### src/rtl/core/core_hotplug_governor_assert.svh
// assertion macros for the hotplug governor rtl
`ifndef CORE_HOTPLUG_GOVERNOR_ASSERT_SVH
`define CORE_HOTPLUG_GOVERNOR_ASSERT_SVH
`ifndef SYNTHESIS
`define CHG_ASSERT(lbl, clk, rst_n, prop) \
    lbl: assert property (@(posedge clk) disable iff (!rst_n) prop) \
        else $error("property violated");
`define CHG_NEVER(lbl, clk, rst_n, cond) \
    lbl: assert property (@(posedge clk) disable iff (!rst_n) !(cond)) \
        else $error("forbidden condition seen");
`else
`define CHG_ASSERT(lbl, clk, rst_n, prop)
`define CHG_NEVER(lbl, clk, rst_n, cond)
`endif
`endif

### src/rtl/core/chg_pkg.sv
// shared types and constants of the hotplug governor
package chg_pkg;

    localparam int MASK_W    = 8;
    localparam int ID_W      = 3;
    localparam int LOAD_W    = 7;
    localparam int FREQ_W    = 22;
    localparam int SUM_W     = 10;
    localparam int CNT_W     = 4;
    localparam int WAIT_W    = 6;
    localparam int PRIO_W    = 8;
    localparam int PRIOS_W   = 64;
    localparam int CFG_IDX_W = 3;
    localparam int IN_W      = 32;
    localparam int OUT_W     = 24;

    localparam int DIV_STEPS = SUM_W;
    localparam int STEP_W    = $clog2(DIV_STEPS);

    localparam logic [CFG_IDX_W-1:0] CFG_UP_LOAD    = 3'd0;
    localparam logic [CFG_IDX_W-1:0] CFG_MIN_CORES  = 3'd1;
    localparam logic [CFG_IDX_W-1:0] CFG_MAX_CORES  = 3'd2;
    localparam logic [CFG_IDX_W-1:0] CFG_UP_WAIT    = 3'd3;
    localparam logic [CFG_IDX_W-1:0] CFG_DOWN_WAIT  = 3'd4;
    localparam logic [CFG_IDX_W-1:0] CFG_PRIORITIES = 3'd5;

    localparam logic [LOAD_W-1:0]  RST_UP_LOAD    = 7'd80;
    localparam logic [CNT_W-1:0]   RST_MIN_CORES  = 4'd2;
    localparam logic [CNT_W-1:0]   RST_MAX_CORES  = 4'd8;
    localparam logic [WAIT_W-1:0]  RST_UP_WAIT    = 6'd2;
    localparam logic [WAIT_W-1:0]  RST_DOWN_WAIT  = 6'd6;
    localparam logic [PRIOS_W-1:0] RST_PRIORITIES = 64'h5050_5050_5050_5050;

    typedef enum logic [1:0] {
        ACT_NONE    = 2'd0,
        ACT_ONLINE  = 2'd1,
        ACT_OFFLINE = 2'd2
    } plug_action_t;

    typedef struct packed {
        logic accum;
        logic div_load;
        logic div_step;
        logic decide;
    } chg_cmd_t;

    typedef struct packed {
        logic out_stall;
    } chg_sts_t;

endpackage

### src/rtl/core/chg_ctrl.sv
// controller state machine sequencing accumulate, divide and decide
`include "core_hotplug_governor_assert.svh"

module chg_ctrl (
    input  logic             clk,
    input  logic             rst_n,
    input  logic             s_tvalid,
    input  logic             s_tlast,
    output logic             s_tready,
    output chg_pkg::chg_cmd_t cmd,
    input  chg_pkg::chg_sts_t sts
);

    typedef enum logic [1:0] {
        ST_IDLE,
        ST_LOAD,
        ST_DIV,
        ST_DECIDE
    } state_t;

    state_t                      state_reg, state_next;
    logic [chg_pkg::STEP_W-1:0]  step_reg, step_next;
    logic                        ready_reg, ready_next;

    always_comb
    begin
        state_next = state_reg;
        step_next  = step_reg;
        cmd        = '0;
        case (state_reg)
            ST_IDLE:
            begin
                cmd.accum = s_tvalid && ready_reg;
                if (s_tvalid && ready_reg && s_tlast)
                begin
                    state_next = ST_LOAD;
                end
            end
            ST_LOAD:
            begin
                cmd.div_load = 1'b1;
                step_next    = '0;
                state_next   = ST_DIV;
            end
            ST_DIV:
            begin
                cmd.div_step = 1'b1;
                if (step_reg == chg_pkg::STEP_W'(chg_pkg::DIV_STEPS - 1))
                begin
                    state_next = ST_DECIDE;
                end
                else
                begin
                    step_next = step_reg + 1'b1;
                end
            end
            ST_DECIDE:
            begin
                if (!sts.out_stall)
                begin
                    cmd.decide = 1'b1;
                    state_next = ST_IDLE;
                end
            end
            default:
            begin
                state_next = ST_IDLE;
            end
        endcase
        ready_next = (state_next == ST_IDLE);
    end

    always_ff @(posedge clk or negedge rst_n)
    begin
        if (!rst_n)
        begin
            state_reg <= ST_IDLE;
            step_reg  <= '0;
            ready_reg <= 1'b1;
        end
        else
        begin
            state_reg <= state_next;
            step_reg  <= step_next;
            ready_reg <= ready_next;
        end
    end

    assign s_tready = ready_reg;

    `CHG_NEVER(a_decide_into_stall, clk, rst_n, cmd.decide && sts.out_stall)
    `CHG_ASSERT(a_last_closes_input, clk, rst_n, s_tvalid && s_tready && s_tlast |=> !s_tready)
    `CHG_ASSERT(a_step_in_range, clk, rst_n,
        step_reg <= chg_pkg::STEP_W'(chg_pkg::DIV_STEPS - 1))

endmodule

### src/rtl/core/chg_datapath.sv
// datapath: settings, tick accumulators, serial divider and plug decision
`include "core_hotplug_governor_assert.svh"

module chg_datapath #(
    parameter int NUM_CORES = 8
) (
    input  logic                              clk,
    input  logic                              rst_n,
    input  logic                              cfg_valid,
    input  logic [chg_pkg::CFG_IDX_W-1:0]     cfg_index,
    input  logic [chg_pkg::PRIOS_W-1:0]       cfg_data,
    input  logic [chg_pkg::IN_W-1:0]          s_tdata,
    input  chg_pkg::chg_cmd_t                 cmd,
    output chg_pkg::chg_sts_t                 sts,
    output logic                              m_tvalid,
    input  logic                              m_tready,
    output logic [chg_pkg::OUT_W-1:0]         m_tdata
);

    localparam logic [chg_pkg::MASK_W-1:0] AllOnline =
        chg_pkg::MASK_W'((9'd1 << NUM_CORES) - 9'd1);

    // settings
    logic [chg_pkg::LOAD_W-1:0]  up_thr_reg, up_thr_next;
    logic [chg_pkg::CNT_W-1:0]   min_cores_reg, min_cores_next;
    logic [chg_pkg::CNT_W-1:0]   max_cores_reg, max_cores_next;
    logic [chg_pkg::WAIT_W-1:0]  up_ticks_reg, up_ticks_next;
    logic [chg_pkg::WAIT_W-1:0]  down_ticks_reg, down_ticks_next;
    logic [chg_pkg::PRIOS_W-1:0] prios_reg, prios_next;

    // governor state
    logic [chg_pkg::MASK_W-1:0]  mask_reg, mask_next;
    logic [chg_pkg::WAIT_W-1:0]  up_cnt_reg, up_cnt_next;
    logic [chg_pkg::WAIT_W-1:0]  down_cnt_reg, down_cnt_next;
    logic [chg_pkg::SUM_W-1:0]   sum_reg, sum_next;
    logic [chg_pkg::FREQ_W-1:0]  low_freq_reg, low_freq_next;
    logic [chg_pkg::ID_W-1:0]    low_core_reg, low_core_next;
    logic [chg_pkg::PRIO_W-1:0]  top_prio_reg, top_prio_next;
    logic [chg_pkg::ID_W-1:0]    top_core_reg, top_core_next;
    logic                        tie_reg, tie_next;

    // divider
    logic [chg_pkg::SUM_W-1:0]   quo_reg, quo_next;
    logic [chg_pkg::CNT_W-1:0]   rem_reg, rem_next;

    // result register
    logic                        out_valid_reg, out_valid_next;
    chg_pkg::plug_action_t       action_reg, action_next;
    logic [chg_pkg::ID_W-1:0]    target_reg, target_next;
    logic [chg_pkg::MASK_W-1:0]  out_mask_reg, out_mask_next;
    logic [chg_pkg::LOAD_W-1:0]  avg_reg, avg_next;

    logic [chg_pkg::ID_W-1:0]    core_id;
    logic [chg_pkg::LOAD_W-1:0]  core_load;
    logic [chg_pkg::FREQ_W-1:0]  core_freq_khz;
    logic [chg_pkg::PRIO_W-1:0]  thr;
    logic                        sample_ok;
    logic [chg_pkg::CNT_W-1:0]   online_cnt;
    logic [chg_pkg::CNT_W:0]     partial;
    logic [chg_pkg::WAIT_W-1:0]  up_bump;
    logic [chg_pkg::WAIT_W-1:0]  down_bump;
    logic [chg_pkg::LOAD_W-1:0]  avg;
    logic                        add_cond;
    logic                        rem_cond;
    logic                        free_found;
    logic [chg_pkg::ID_W-1:0]    free_core;
    logic [chg_pkg::ID_W-1:0]    drop_core;

    assign core_id       = s_tdata[2:0];
    assign core_load     = s_tdata[9:3];
    assign core_freq_khz = s_tdata[31:10];
    assign thr           = prios_reg[{core_id, 3'b000} +: chg_pkg::PRIO_W];
    assign sample_ok     = (4'(core_id) < 4'(NUM_CORES)) && mask_reg[core_id];

    always_comb
    begin
        online_cnt = '0;
        for (int i = 0; i < chg_pkg::MASK_W; i++)
        begin
            online_cnt = online_cnt + chg_pkg::CNT_W'(mask_reg[i]);
        end
    end

    // first offline core above core zero
    always_comb
    begin
        free_found = 1'b0;
        free_core  = '0;
        for (int i = 1; i < NUM_CORES; i++)
        begin
            if (!free_found && !mask_reg[i])
            begin
                free_found = 1'b1;
                free_core  = chg_pkg::ID_W'(i);
            end
        end
    end

    assign partial   = {rem_reg, quo_reg[chg_pkg::SUM_W-1]};
    assign up_bump   = (up_cnt_reg < up_ticks_reg) ? up_cnt_reg + 1'b1 : up_cnt_reg;
    assign down_bump = (down_cnt_reg < down_ticks_reg) ? down_cnt_reg + 1'b1 : down_cnt_reg;
    assign avg       = (online_cnt == '0) ? '0 : quo_reg[chg_pkg::LOAD_W-1:0];
    assign add_cond  = ((avg >= up_thr_reg) && (up_bump >= up_ticks_reg))
                       || (online_cnt < min_cores_reg);
    assign rem_cond  = (down_bump >= down_ticks_reg) || (online_cnt > max_cores_reg);
    assign drop_core = tie_reg ? low_core_reg : top_core_reg;

    always_comb
    begin
        up_thr_next     = up_thr_reg;
        min_cores_next  = min_cores_reg;
        max_cores_next  = max_cores_reg;
        up_ticks_next   = up_ticks_reg;
        down_ticks_next = down_ticks_reg;
        prios_next      = prios_reg;
        mask_next       = mask_reg;
        up_cnt_next     = up_cnt_reg;
        down_cnt_next   = down_cnt_reg;
        sum_next        = sum_reg;
        low_freq_next   = low_freq_reg;
        low_core_next   = low_core_reg;
        top_prio_next   = top_prio_reg;
        top_core_next   = top_core_reg;
        tie_next        = tie_reg;
        quo_next        = quo_reg;
        rem_next        = rem_reg;
        out_valid_next  = out_valid_reg && !m_tready;
        action_next     = action_reg;
        target_next     = target_reg;
        out_mask_next   = out_mask_reg;
        avg_next        = avg_reg;

        if (cfg_valid)
        begin
            case (cfg_index)
                chg_pkg::CFG_UP_LOAD:    up_thr_next     = cfg_data[chg_pkg::LOAD_W-1:0];
                chg_pkg::CFG_MIN_CORES:  min_cores_next  = cfg_data[chg_pkg::CNT_W-1:0];
                chg_pkg::CFG_MAX_CORES:  max_cores_next  = cfg_data[chg_pkg::CNT_W-1:0];
                chg_pkg::CFG_UP_WAIT:    up_ticks_next   = cfg_data[chg_pkg::WAIT_W-1:0];
                chg_pkg::CFG_DOWN_WAIT:  down_ticks_next = cfg_data[chg_pkg::WAIT_W-1:0];
                chg_pkg::CFG_PRIORITIES: prios_next      = cfg_data;
                default:                 prios_next      = prios_reg;
            endcase
        end

        if (cmd.accum && sample_ok)
        begin
            sum_next = sum_reg + chg_pkg::SUM_W'(core_load);
            if ((core_id == '0) || (thr == top_prio_reg))
            begin
                top_prio_next = thr;
                top_core_next = core_id;
                tie_next      = 1'b1;
            end
            else if (thr > top_prio_reg)
            begin
                top_prio_next = thr;
                top_core_next = core_id;
                tie_next      = 1'b0;
            end
            if ((core_id != '0) && ((low_core_reg == '0) || (low_freq_reg > core_freq_khz)))
            begin
                low_freq_next = core_freq_khz;
                low_core_next = core_id;
            end
        end

        if (cmd.div_load)
        begin
            quo_next = sum_reg;
            rem_next = '0;
        end

        // restoring division, one quotient bit a cycle
        if (cmd.div_step)
        begin
            if (partial >= {1'b0, online_cnt})
            begin
                rem_next = chg_pkg::CNT_W'(partial - {1'b0, online_cnt});
                quo_next = {quo_reg[chg_pkg::SUM_W-2:0], 1'b1};
            end
            else
            begin
                rem_next = partial[chg_pkg::CNT_W-1:0];
                quo_next = {quo_reg[chg_pkg::SUM_W-2:0], 1'b0};
            end
        end

        if (cmd.decide)
        begin
            up_cnt_next   = up_bump;
            down_cnt_next = down_bump;
            action_next   = chg_pkg::ACT_NONE;
            target_next   = '0;
            if (add_cond)
            begin
                if ((online_cnt < max_cores_reg) && free_found)
                begin
                    mask_next   = mask_reg | (chg_pkg::MASK_W'(1) << free_core);
                    action_next = chg_pkg::ACT_ONLINE;
                    target_next = free_core;
                end
                up_cnt_next   = '0;
                down_cnt_next = '0;
            end
            else if (rem_cond)
            begin
                if (online_cnt > min_cores_reg)
                begin
                    mask_next   = mask_reg & ~(chg_pkg::MASK_W'(1) << drop_core) & AllOnline;
                    action_next = chg_pkg::ACT_OFFLINE;
                    target_next = drop_core;
                end
                up_cnt_next   = '0;
                down_cnt_next = '0;
            end
            out_mask_next  = mask_next;
            avg_next       = avg;
            out_valid_next = 1'b1;
            sum_next       = '0;
            low_freq_next  = '1;
            low_core_next  = '0;
            top_prio_next  = '0;
            top_core_next  = '0;
            tie_next       = 1'b0;
        end
    end

    always_ff @(posedge clk or negedge rst_n)
    begin
        if (!rst_n)
        begin
            up_thr_reg     <= chg_pkg::RST_UP_LOAD;
            min_cores_reg  <= chg_pkg::RST_MIN_CORES;
            max_cores_reg  <= chg_pkg::RST_MAX_CORES;
            up_ticks_reg   <= chg_pkg::RST_UP_WAIT;
            down_ticks_reg <= chg_pkg::RST_DOWN_WAIT;
            prios_reg      <= chg_pkg::RST_PRIORITIES;
            mask_reg       <= AllOnline;
            up_cnt_reg     <= '0;
            down_cnt_reg   <= '0;
            sum_reg        <= '0;
            low_freq_reg   <= '1;
            low_core_reg   <= '0;
            top_prio_reg   <= '0;
            top_core_reg   <= '0;
            tie_reg        <= 1'b0;
            out_valid_reg  <= 1'b0;
        end
        else
        begin
            up_thr_reg     <= up_thr_next;
            min_cores_reg  <= min_cores_next;
            max_cores_reg  <= max_cores_next;
            up_ticks_reg   <= up_ticks_next;
            down_ticks_reg <= down_ticks_next;
            prios_reg      <= prios_next;
            mask_reg       <= mask_next;
            up_cnt_reg     <= up_cnt_next;
            down_cnt_reg   <= down_cnt_next;
            sum_reg        <= sum_next;
            low_freq_reg   <= low_freq_next;
            low_core_reg   <= low_core_next;
            top_prio_reg   <= top_prio_next;
            top_core_reg   <= top_core_next;
            tie_reg        <= tie_next;
            out_valid_reg  <= out_valid_next;
        end
    end

    always_ff @(posedge clk)
    begin
        quo_reg      <= quo_next;
        rem_reg      <= rem_next;
        action_reg   <= action_next;
        target_reg   <= target_next;
        out_mask_reg <= out_mask_next;
        avg_reg      <= avg_next;
    end

    assign sts.out_stall = out_valid_reg && !m_tready;
    assign m_tvalid      = out_valid_reg;
    assign m_tdata       = {4'b0000, avg_reg, out_mask_reg, target_reg, action_reg};

    `CHG_NEVER(a_mask_in_range, clk, rst_n, (mask_reg & ~AllOnline) != '0)
    `CHG_ASSERT(a_decide_gives_result, clk, rst_n, cmd.decide |=> m_tvalid)
    `CHG_ASSERT(a_idle_action_no_target, clk, rst_n,
        m_tvalid && (action_reg == chg_pkg::ACT_NONE) |-> target_reg == '0)

endmodule

### src/rtl/core/core_hotplug_governor.sv
// top level of the per-tick core hotplug governor
//
//  group    dir  signals                     contents
//  s_       in   tvalid tready tdata tlast   one core sample, tlast marks last of tick
//  m_       out  tvalid tready tdata         one plug decision per tick
//  cfg_     in   valid ready index data      settings write, always ready
//
// a sample that is not the last of its tick leaves s_tready high for the next sample
// the last sample is followed by load, 10 steps of the serial divider, then decide
// the decide step waits while the result register is still held by the sink
// reset restores every setting to its default and brings all cores online
// a result may wait in its register while the next tick's samples are taken

module core_hotplug_governor #(
    parameter int NUM_CORES = 8
) (
    input  logic                          clk,
    input  logic                          rst_n,
    input  logic                          s_tvalid,
    output logic                          s_tready,
    input  logic [chg_pkg::IN_W-1:0]      s_tdata,   // core_id, core_load, core_freq_khz
    input  logic                          s_tlast,
    output logic                          m_tvalid,
    input  logic                          m_tready,
    // plug_action, target_core, online_mask_out, average_load, zero fill
    output logic [chg_pkg::OUT_W-1:0]     m_tdata,
    input  logic                          cfg_valid,
    output logic                          cfg_ready,
    input  logic [chg_pkg::CFG_IDX_W-1:0] cfg_index,
    input  logic [chg_pkg::PRIOS_W-1:0]   cfg_data
);

    chg_pkg::chg_cmd_t cmd;
    chg_pkg::chg_sts_t sts;

    assign cfg_ready = 1'b1;

    chg_ctrl u_ctrl (
        .clk      (clk),
        .rst_n    (rst_n),
        .s_tvalid (s_tvalid),
        .s_tlast  (s_tlast),
        .s_tready (s_tready),
        .cmd      (cmd),
        .sts      (sts)
    );

    chg_datapath #(
        .NUM_CORES (NUM_CORES)
    ) u_datapath (
        .clk       (clk),
        .rst_n     (rst_n),
        .cfg_valid (cfg_valid),
        .cfg_index (cfg_index),
        .cfg_data  (cfg_data),
        .s_tdata   (s_tdata),
        .cmd       (cmd),
        .sts       (sts),
        .m_tvalid  (m_tvalid),
        .m_tready  (m_tready),
        .m_tdata   (m_tdata)
    );

endmodule
### config.mk
export PLATFORM = sky130hd
export DESIGN_NAME = core_hotplug_governor
export DESIGN_NICKNAME = d
export VERILOG_FILES = /design/src/rtl/core/chg_pkg.sv /design/src/rtl/core/chg_ctrl.sv /design/src/rtl/core/chg_datapath.sv /design/src/rtl/core/core_hotplug_governor.sv
export VERILOG_INCLUDE_DIRS = /design/src /design/src/rtl/core
export SDC_FILE = /design/constraint.sdc
export NUM_CORES = 1
export LEC_CHECK = 0
export BUFFER_PORTS_ARGS = -buffer_cell sky130_fd_sc_hd__buf_2
export CAP_MARGIN = 30
export CORE_MARGIN = 1
export CORE_UTILIZATION = 59
export DETAILED_ROUTE_END_ITERATION = 10
export GPL_TIMING_DRIVEN = 0
export PLACE_DENSITY = 0.81
export SLEW_MARGIN = 20
export SYNTH_ARGS = -nofsm -noshare
export SYNTH_HDL_FRONTEND = slang
export SYNTH_HIERARCHICAL = 1
export SYNTH_SLANG_ARGS = --single-unit
### constraint.sdc
create_clock -name clk -period 6.9 [get_ports clk]
set_input_delay 1.38 -clock clk [delete_from_list [all_inputs] [get_ports clk]]
set_output_delay 1.38 -clock clk [all_outputs]
set_load 0.02 [all_outputs]
Word-level counts from Yosys, hierarchy flattened:

Index checks and enable logic that the tools add are counted.

* flip-flop bits (word level): 200
* bits of input ports: 105
* output and inout bits: 27
* word-level logic and storage cells: 191

* add/sub/neg operators: 12
* magnitude comparators: 13
* eq/ne operators: 11
* shift operators: 3
* muxes and demuxes: 74
* bitwise logic cells: 3
* reduce and logical (&&, ||, !) cells: 50

Operator list (count)
* $mux W22: 3
* $mux W8: 8
* $shiftx A64 B7 Y8: 1
* $mux W3: 16
* $mux W10: 4
* $mux W6: 6
* $add A4 B1 Y4: 6
* $gt A22 B22 Y1: 1
* $mux W1: 21
* $reduce_and A2 Y1: 9
* $mux W2: 8
* $mux W4: 4
* $shl A1 B3 Y8 const A: 2
* $logic_and A1 B1 Y1: 13
* $add A6 B1 Y6 const B: 2
* $ge A6 B6 Y1: 2
* $logic_not A1 Y1: 12
* $lt A6 B6 Y1: 2
* $add A10 B7 Y10: 1
* $logic_not A3 Y1: 3
* $and A8 B8 Y8: 1
* $eq A8 B8 Y1: 1
* $gt A4 B4 Y1: 2
* $gt A8 B8 Y1: 1
* other kinds (25): 37

Depth between registers and ports, before layout:

* word-level depth: 22
* depth in mapped cells: 21
* mapped depth without buffers: 20

Cells and area by module:

The synthesis kept the hierarchy.

Modules (own cells, without submodules)
* chg_datapath: instances 1, cells an instance 938, area an instance 10779.1 um^2, seq. area each 5066.1 um^2
* chg_ctrl: instances 1, cells an instance 43, area an instance 405.4 um^2, seq. area each 176.4 um^2
* core_hotplug_governor: instances 1, cells an instance 2, area an instance 11.3 um^2, seq. area each 0.0 um^2

Least setup slack after synthesis:

Ideal clock, no wire load.

* kind: register to register
* from: register u_datapath/mask_reg[3] in the netlist's numbering
* to: register u_datapath/out_mask_reg[7] in the netlist's numbering (data pin)
* library setup time: 0.254 ns
* arrival time: 4.869 ns
* required time: 6.646 ns
* setup slack: 1.777 ns
* cell stages (with the launch flop): 21
* path buffers: 0
* clock period less this slack: 5.123 ns
* path through: dfstp_2 -> fa_1 -> inv_1 -> fa_1 -> fa_1 -> inv_1 -> ha_1 -> inv_1 -> fa_1 -> xor2_1 -> inv_1 -> nor4_1 -> nor2b_1 -> ha_1 -> a21oi_1 -> o21ai_0 -> a21oi_1 -> o21bai_2 -> nor3_1 -> a31oi_1 -> a21o_1

* elaborated cells on any way between the ends: 42
* those cells by class: 5 x add/sub; 5 x order compare; 1 x shift; 15 x mux; 1 x bitwise; 15 x reduce/logical

RTL lines
* start, declared: RTL line chg_datapath.sv:32 `logic [chg_pkg::MASK_W-1:0] mask_reg, mask_next;`
* start signal, assigned: RTL line chg_datapath.sv:239 `mask_reg <= AllOnline;`
* start signal, assigned: RTL line chg_datapath.sv:258 `mask_reg <= mask_next;`
* $add A4 B1 Y4 (5 in a row): RTL line chg_datapath.sv:80 `online_cnt = online_cnt + chg_pkg::CNT_W'(mask_reg[i]);`
* $logic_not A4 Y1: RTL line chg_datapath.sv:102 `assign avg = (online_cnt == '0) ? '0 : quo_reg[chg_pkg::LOAD_W-1:0];`
* $mux W7: RTL line chg_datapath.sv:102
* named net u_datapath.avg, one bit: RTL line chg_datapath.sv:62 `logic [chg_pkg::LOAD_W-1:0] avg;`
* $ge A7 B7 Y1: RTL line chg_datapath.sv:103 `assign add_cond = ((avg >= up_thr_reg) && (up_bump >= up_ticks_reg))`
* $logic_and A1 B1 Y1: RTL line chg_datapath.sv:103
* $logic_or A1 B1 Y1: RTL line chg_datapath.sv:104 `|| (online_cnt < min_cores_reg);`
* $mux W8: RTL line chg_datapath.sv:195 `if (add_cond)`
* end signal, assigned: RTL line chg_datapath.sv:277 `out_mask_reg <= out_mask_next;`
* end, declared: RTL line chg_datapath.sv:50 `logic [chg_pkg::MASK_W-1:0] out_mask_reg, out_mask_next;`

The timed path passes the listed nets, and every way through them passes these cells.
A chain may end at the register's enable or synchronous reset.

Worst setup path after layout:

Ends and elaborated chain as after synthesis.

==> run_results.csv <==
group,metric,value,unit
detailed_routing,vias_per_cell,5.87,
clock_tree,clk_pin_slew,0.07,ns
timing,setup_viol,0,
placement,gp_congestion,0.927,
floorplanning,boundaryPins,132,
critical_path,startpoint_type,"flip-flop",
clock_tree,cts_hold_buffers,0,
critical_path,endpoint_kind,"flip-flop",
run_status,outcome,"finished, final reports clean",
global_routing,grt_antenna_before_repair,0,
yosys,yosysWarnings,6,
worst_hold_path,whs_path_depth,1,
detailed_routing,wl_per_cell,17.8,µm
detailed_routing,first_pass_iters,5,
cells_and_area,drive_gt1_frac,0.321,
timing,worst_pin_slew,0.976,ns
detailed_routing,drc_errors,0,
cells_and_area,largest_reg_flops,64,
clock_tree,cts.sinks,200,
critical_path,r2r_cells,21,
yosys,synth-async-reset-ratio,0.830,
global_routing,grt_max_degree,89,
clock_tree,cts-resized-gates,0,
critical_path,path_class,"flip-flop to flip-flop",
yosys,netlist_top_cells_count,"dfrtp_1 (112), mux2_2 (95), nand2_1 (92)",
global_routing,grt_usage,0.266,
timing,clock_skew,0.0129,ns
yosys,synth_top_area_frac,0.250,
cells_and_area,post-route-util,0.686,
yosys,synth.most_common_cell,"dfrtp_1",
cells_and_area,area_growth,14.2,%
yosys,synth_seq_area_share,0.468,
timing,finalCriticalPeriod,5.93,ns
clock_tree,cts_setup_buffers,0,
timing,rsz0062_at_grt,"false",
clock_tree,clk_path_buf_depth,2,
yosys,syn-cell-area,11200,µm²
detailed_routing,drtIter0Drc,454,
yosys,syn_inst,983,
timing,holdWs,0.493,ns
cells_and_area,seqCellArea,5240,µm²
timing,final_max_slew_viol_count,0,
yosys,synth_edf_count,34,
power_and_ir_drop,leakage,0.00593,µW
clock_tree,root_buffer,"clkbuf_16",
global_routing,grt_first_pass_wirelength,40800,µm
cells_and_area,multi_input_area,5430,µm²
job,maxCapViolCount,0,
detailed_routing,via_count,8100,
yosys,ys_seq_elements,200,
critical_path,required,7.08,ns
floorplanning,core,18600,µm²
floorplanning,die_w,140,µm
global_routing,grt_pass1_vias,8136,
timing,hold_viol_final,0,
cells_and_area,antenna_cells,0,
floorplanning,rows,50,
cells_and_area,nNetsFinal,1330,
worst_hold_path,min_path_type,"flip-flop to flip-flop",
timing,tns,0,ns
yosys,yosys.area.top_type,"dfrtp_1",
floorplanning,start_util,0.601,
critical_path,arrival,6.11,ns
detailed_routing,drt-total-wl,24500,µm
clock_tree,ctsHtreeMaxLevel,4,
yosys,yosysUniqueCellTypes,75,
global_routing,gr-total-overflow,0,
timing,period_share,0.859,
detailed_routing,antenna_left,0,
clock_tree,cts_made_buffers,17,
power_and_ir_drop,ir_drop,0.233,mV
cells_and_area,fill_cells,1361,
clock_tree,clk_latency,0.43,ns
floorplanning,die_y,140,µm
timing,timing.fmax,169,MHz
clock_tree,cts_tree,"done",
timing,slew_headroom,0.340,
yosys,synthFlopType,"dfrtp_1",
power_and_ir_drop,power_density,396,nW/µm²
critical_path,cp_max_fo,10,
yosys,ys_top_cells_by_area,"dfrtp_1 (25%), dfstp_2 (13%), mux2_2 (9.6%), ha_1 (9.5%), edfxtp_1 (9.1%)",
placement,numPortBuffers,126,
yosys,synth_area_per_cell,11.4,µm²
placement,hpwlAfterDp,17600,µm
floorplanning,die-area,19500,µm²
-- layout by cell type, fill, tap and decap left out, drive strengths merged, types with 36 or more instances in the layout --
master,count
buf,152
dfrtp,112
mux2,96
nand2,93
ha,85
inv,84
dfstp,54
a21oi,46
o21ai,46
nor2,40
clkbuf,36
-- worst paths after layout --
| path | slack [ns] | start | endpoint |
|---|---|---|---|
| worst max-delay path | 0.97 | u_datapath/mask_reg[3] | u_datapath/out_mask_reg[7] |
| worst min-delay path | 0.49 | u_datapath/top_prio_reg[4] | u_datapath/top_prio_reg[4] |
| worst max register to register | 0.97 | u_datapath/mask_reg[3] | u_datapath/out_mask_reg[7] |
| worst min register to register | 0.49 | u_datapath/top_prio_reg[4] | u_datapath/top_prio_reg[4] |
| max in group asynchronous | 5.11 | rst_n | u_datapath/prios_reg[36] |
| min in group asynchronous | 0.92 | rst_n | u_datapath/down_ticks_reg[0] |
-- where the power goes --
group          internal, µW  total [µW]  switching, µW  leakage, µW
Combinational           928        2160           1240      0.00334
Clock                   523        1010            491     0.000297
Sequential             1670        1880            214      0.00229
Total                  3120        5060           1940      0.00593
-- critical path: stages, from the launching register on --
cell	delay, ns
dfstp_2	0.62
fa_1	0.45
inv_1	0.08
fa_1	0.42
fa_1	0.45
inv_1	0.07
ha_1	0.16
inv_1	0.05
fa_1	0.37
xor2_1	0.20
inv_1	0.11
nor4_1	0.52
buf_2	0.27
nor2b_1	0.11
ha_1	0.31
a21oi_1	0.12
o21ai_0	0.10
a21oi_1	0.20
o21bai_2	0.22
nor3_1	0.49
a31oi_1	0.15
a21o_1	0.19
-- layout make-up --
class | instances | area share
Buffer | 41 | 0.0191
Clock buffer | 18 | 0.0336
Clock inverter | 14 | 0.0139
Inverter | 78 | 0.0229
Multi-Input combinational cell | 667 | 0.425
Sequential cell | 200 | 0.410
Tap cell | 234 | 0.0229
Timing Repair Buffer | 129 | 0.0530
-- stage by stage --
step | cells | total power [µW] | worst slack (ns) | cell area [µm²]
after floorplan | 986 | 3440 | 1.78 | 11200
after global placement | 1346 | 3900 | 0.751 | 12100
after detailed placement | 1349 | 4010 | 1.09 | 12200
after CTS | 1381 | 5060 | 1.04 | 12800
after global routing | 1381 | 5430 | 0.714 | 12800
final | 1381 | 5060 | 0.974 | 12800
-- cell families (layout without fill, tap and decap cells) --
group	Yosys count	in the layout	synth area share
xor+xnor	19	19	0.0149
buf+inv	119	280	0.0479
mux	122	122	0.140
flops	200	200	0.468
simple gates	231	231	0.102
compound gates	199	199	0.121
other cells	2	5	0.000671
fa+ha+maj	91	91	0.106
-- per-layer routing --
layer,vias to the layer above,track usage,part of all wire
li1,3864,-,-
met4,0,0.0821,0.021
met3,45,0.0575,0.060
met2,277,0.439,0.47
met5,-,0,0
met1,3914,0.354,0.44
Note: power is estimated with default switching activity, not from simulation.
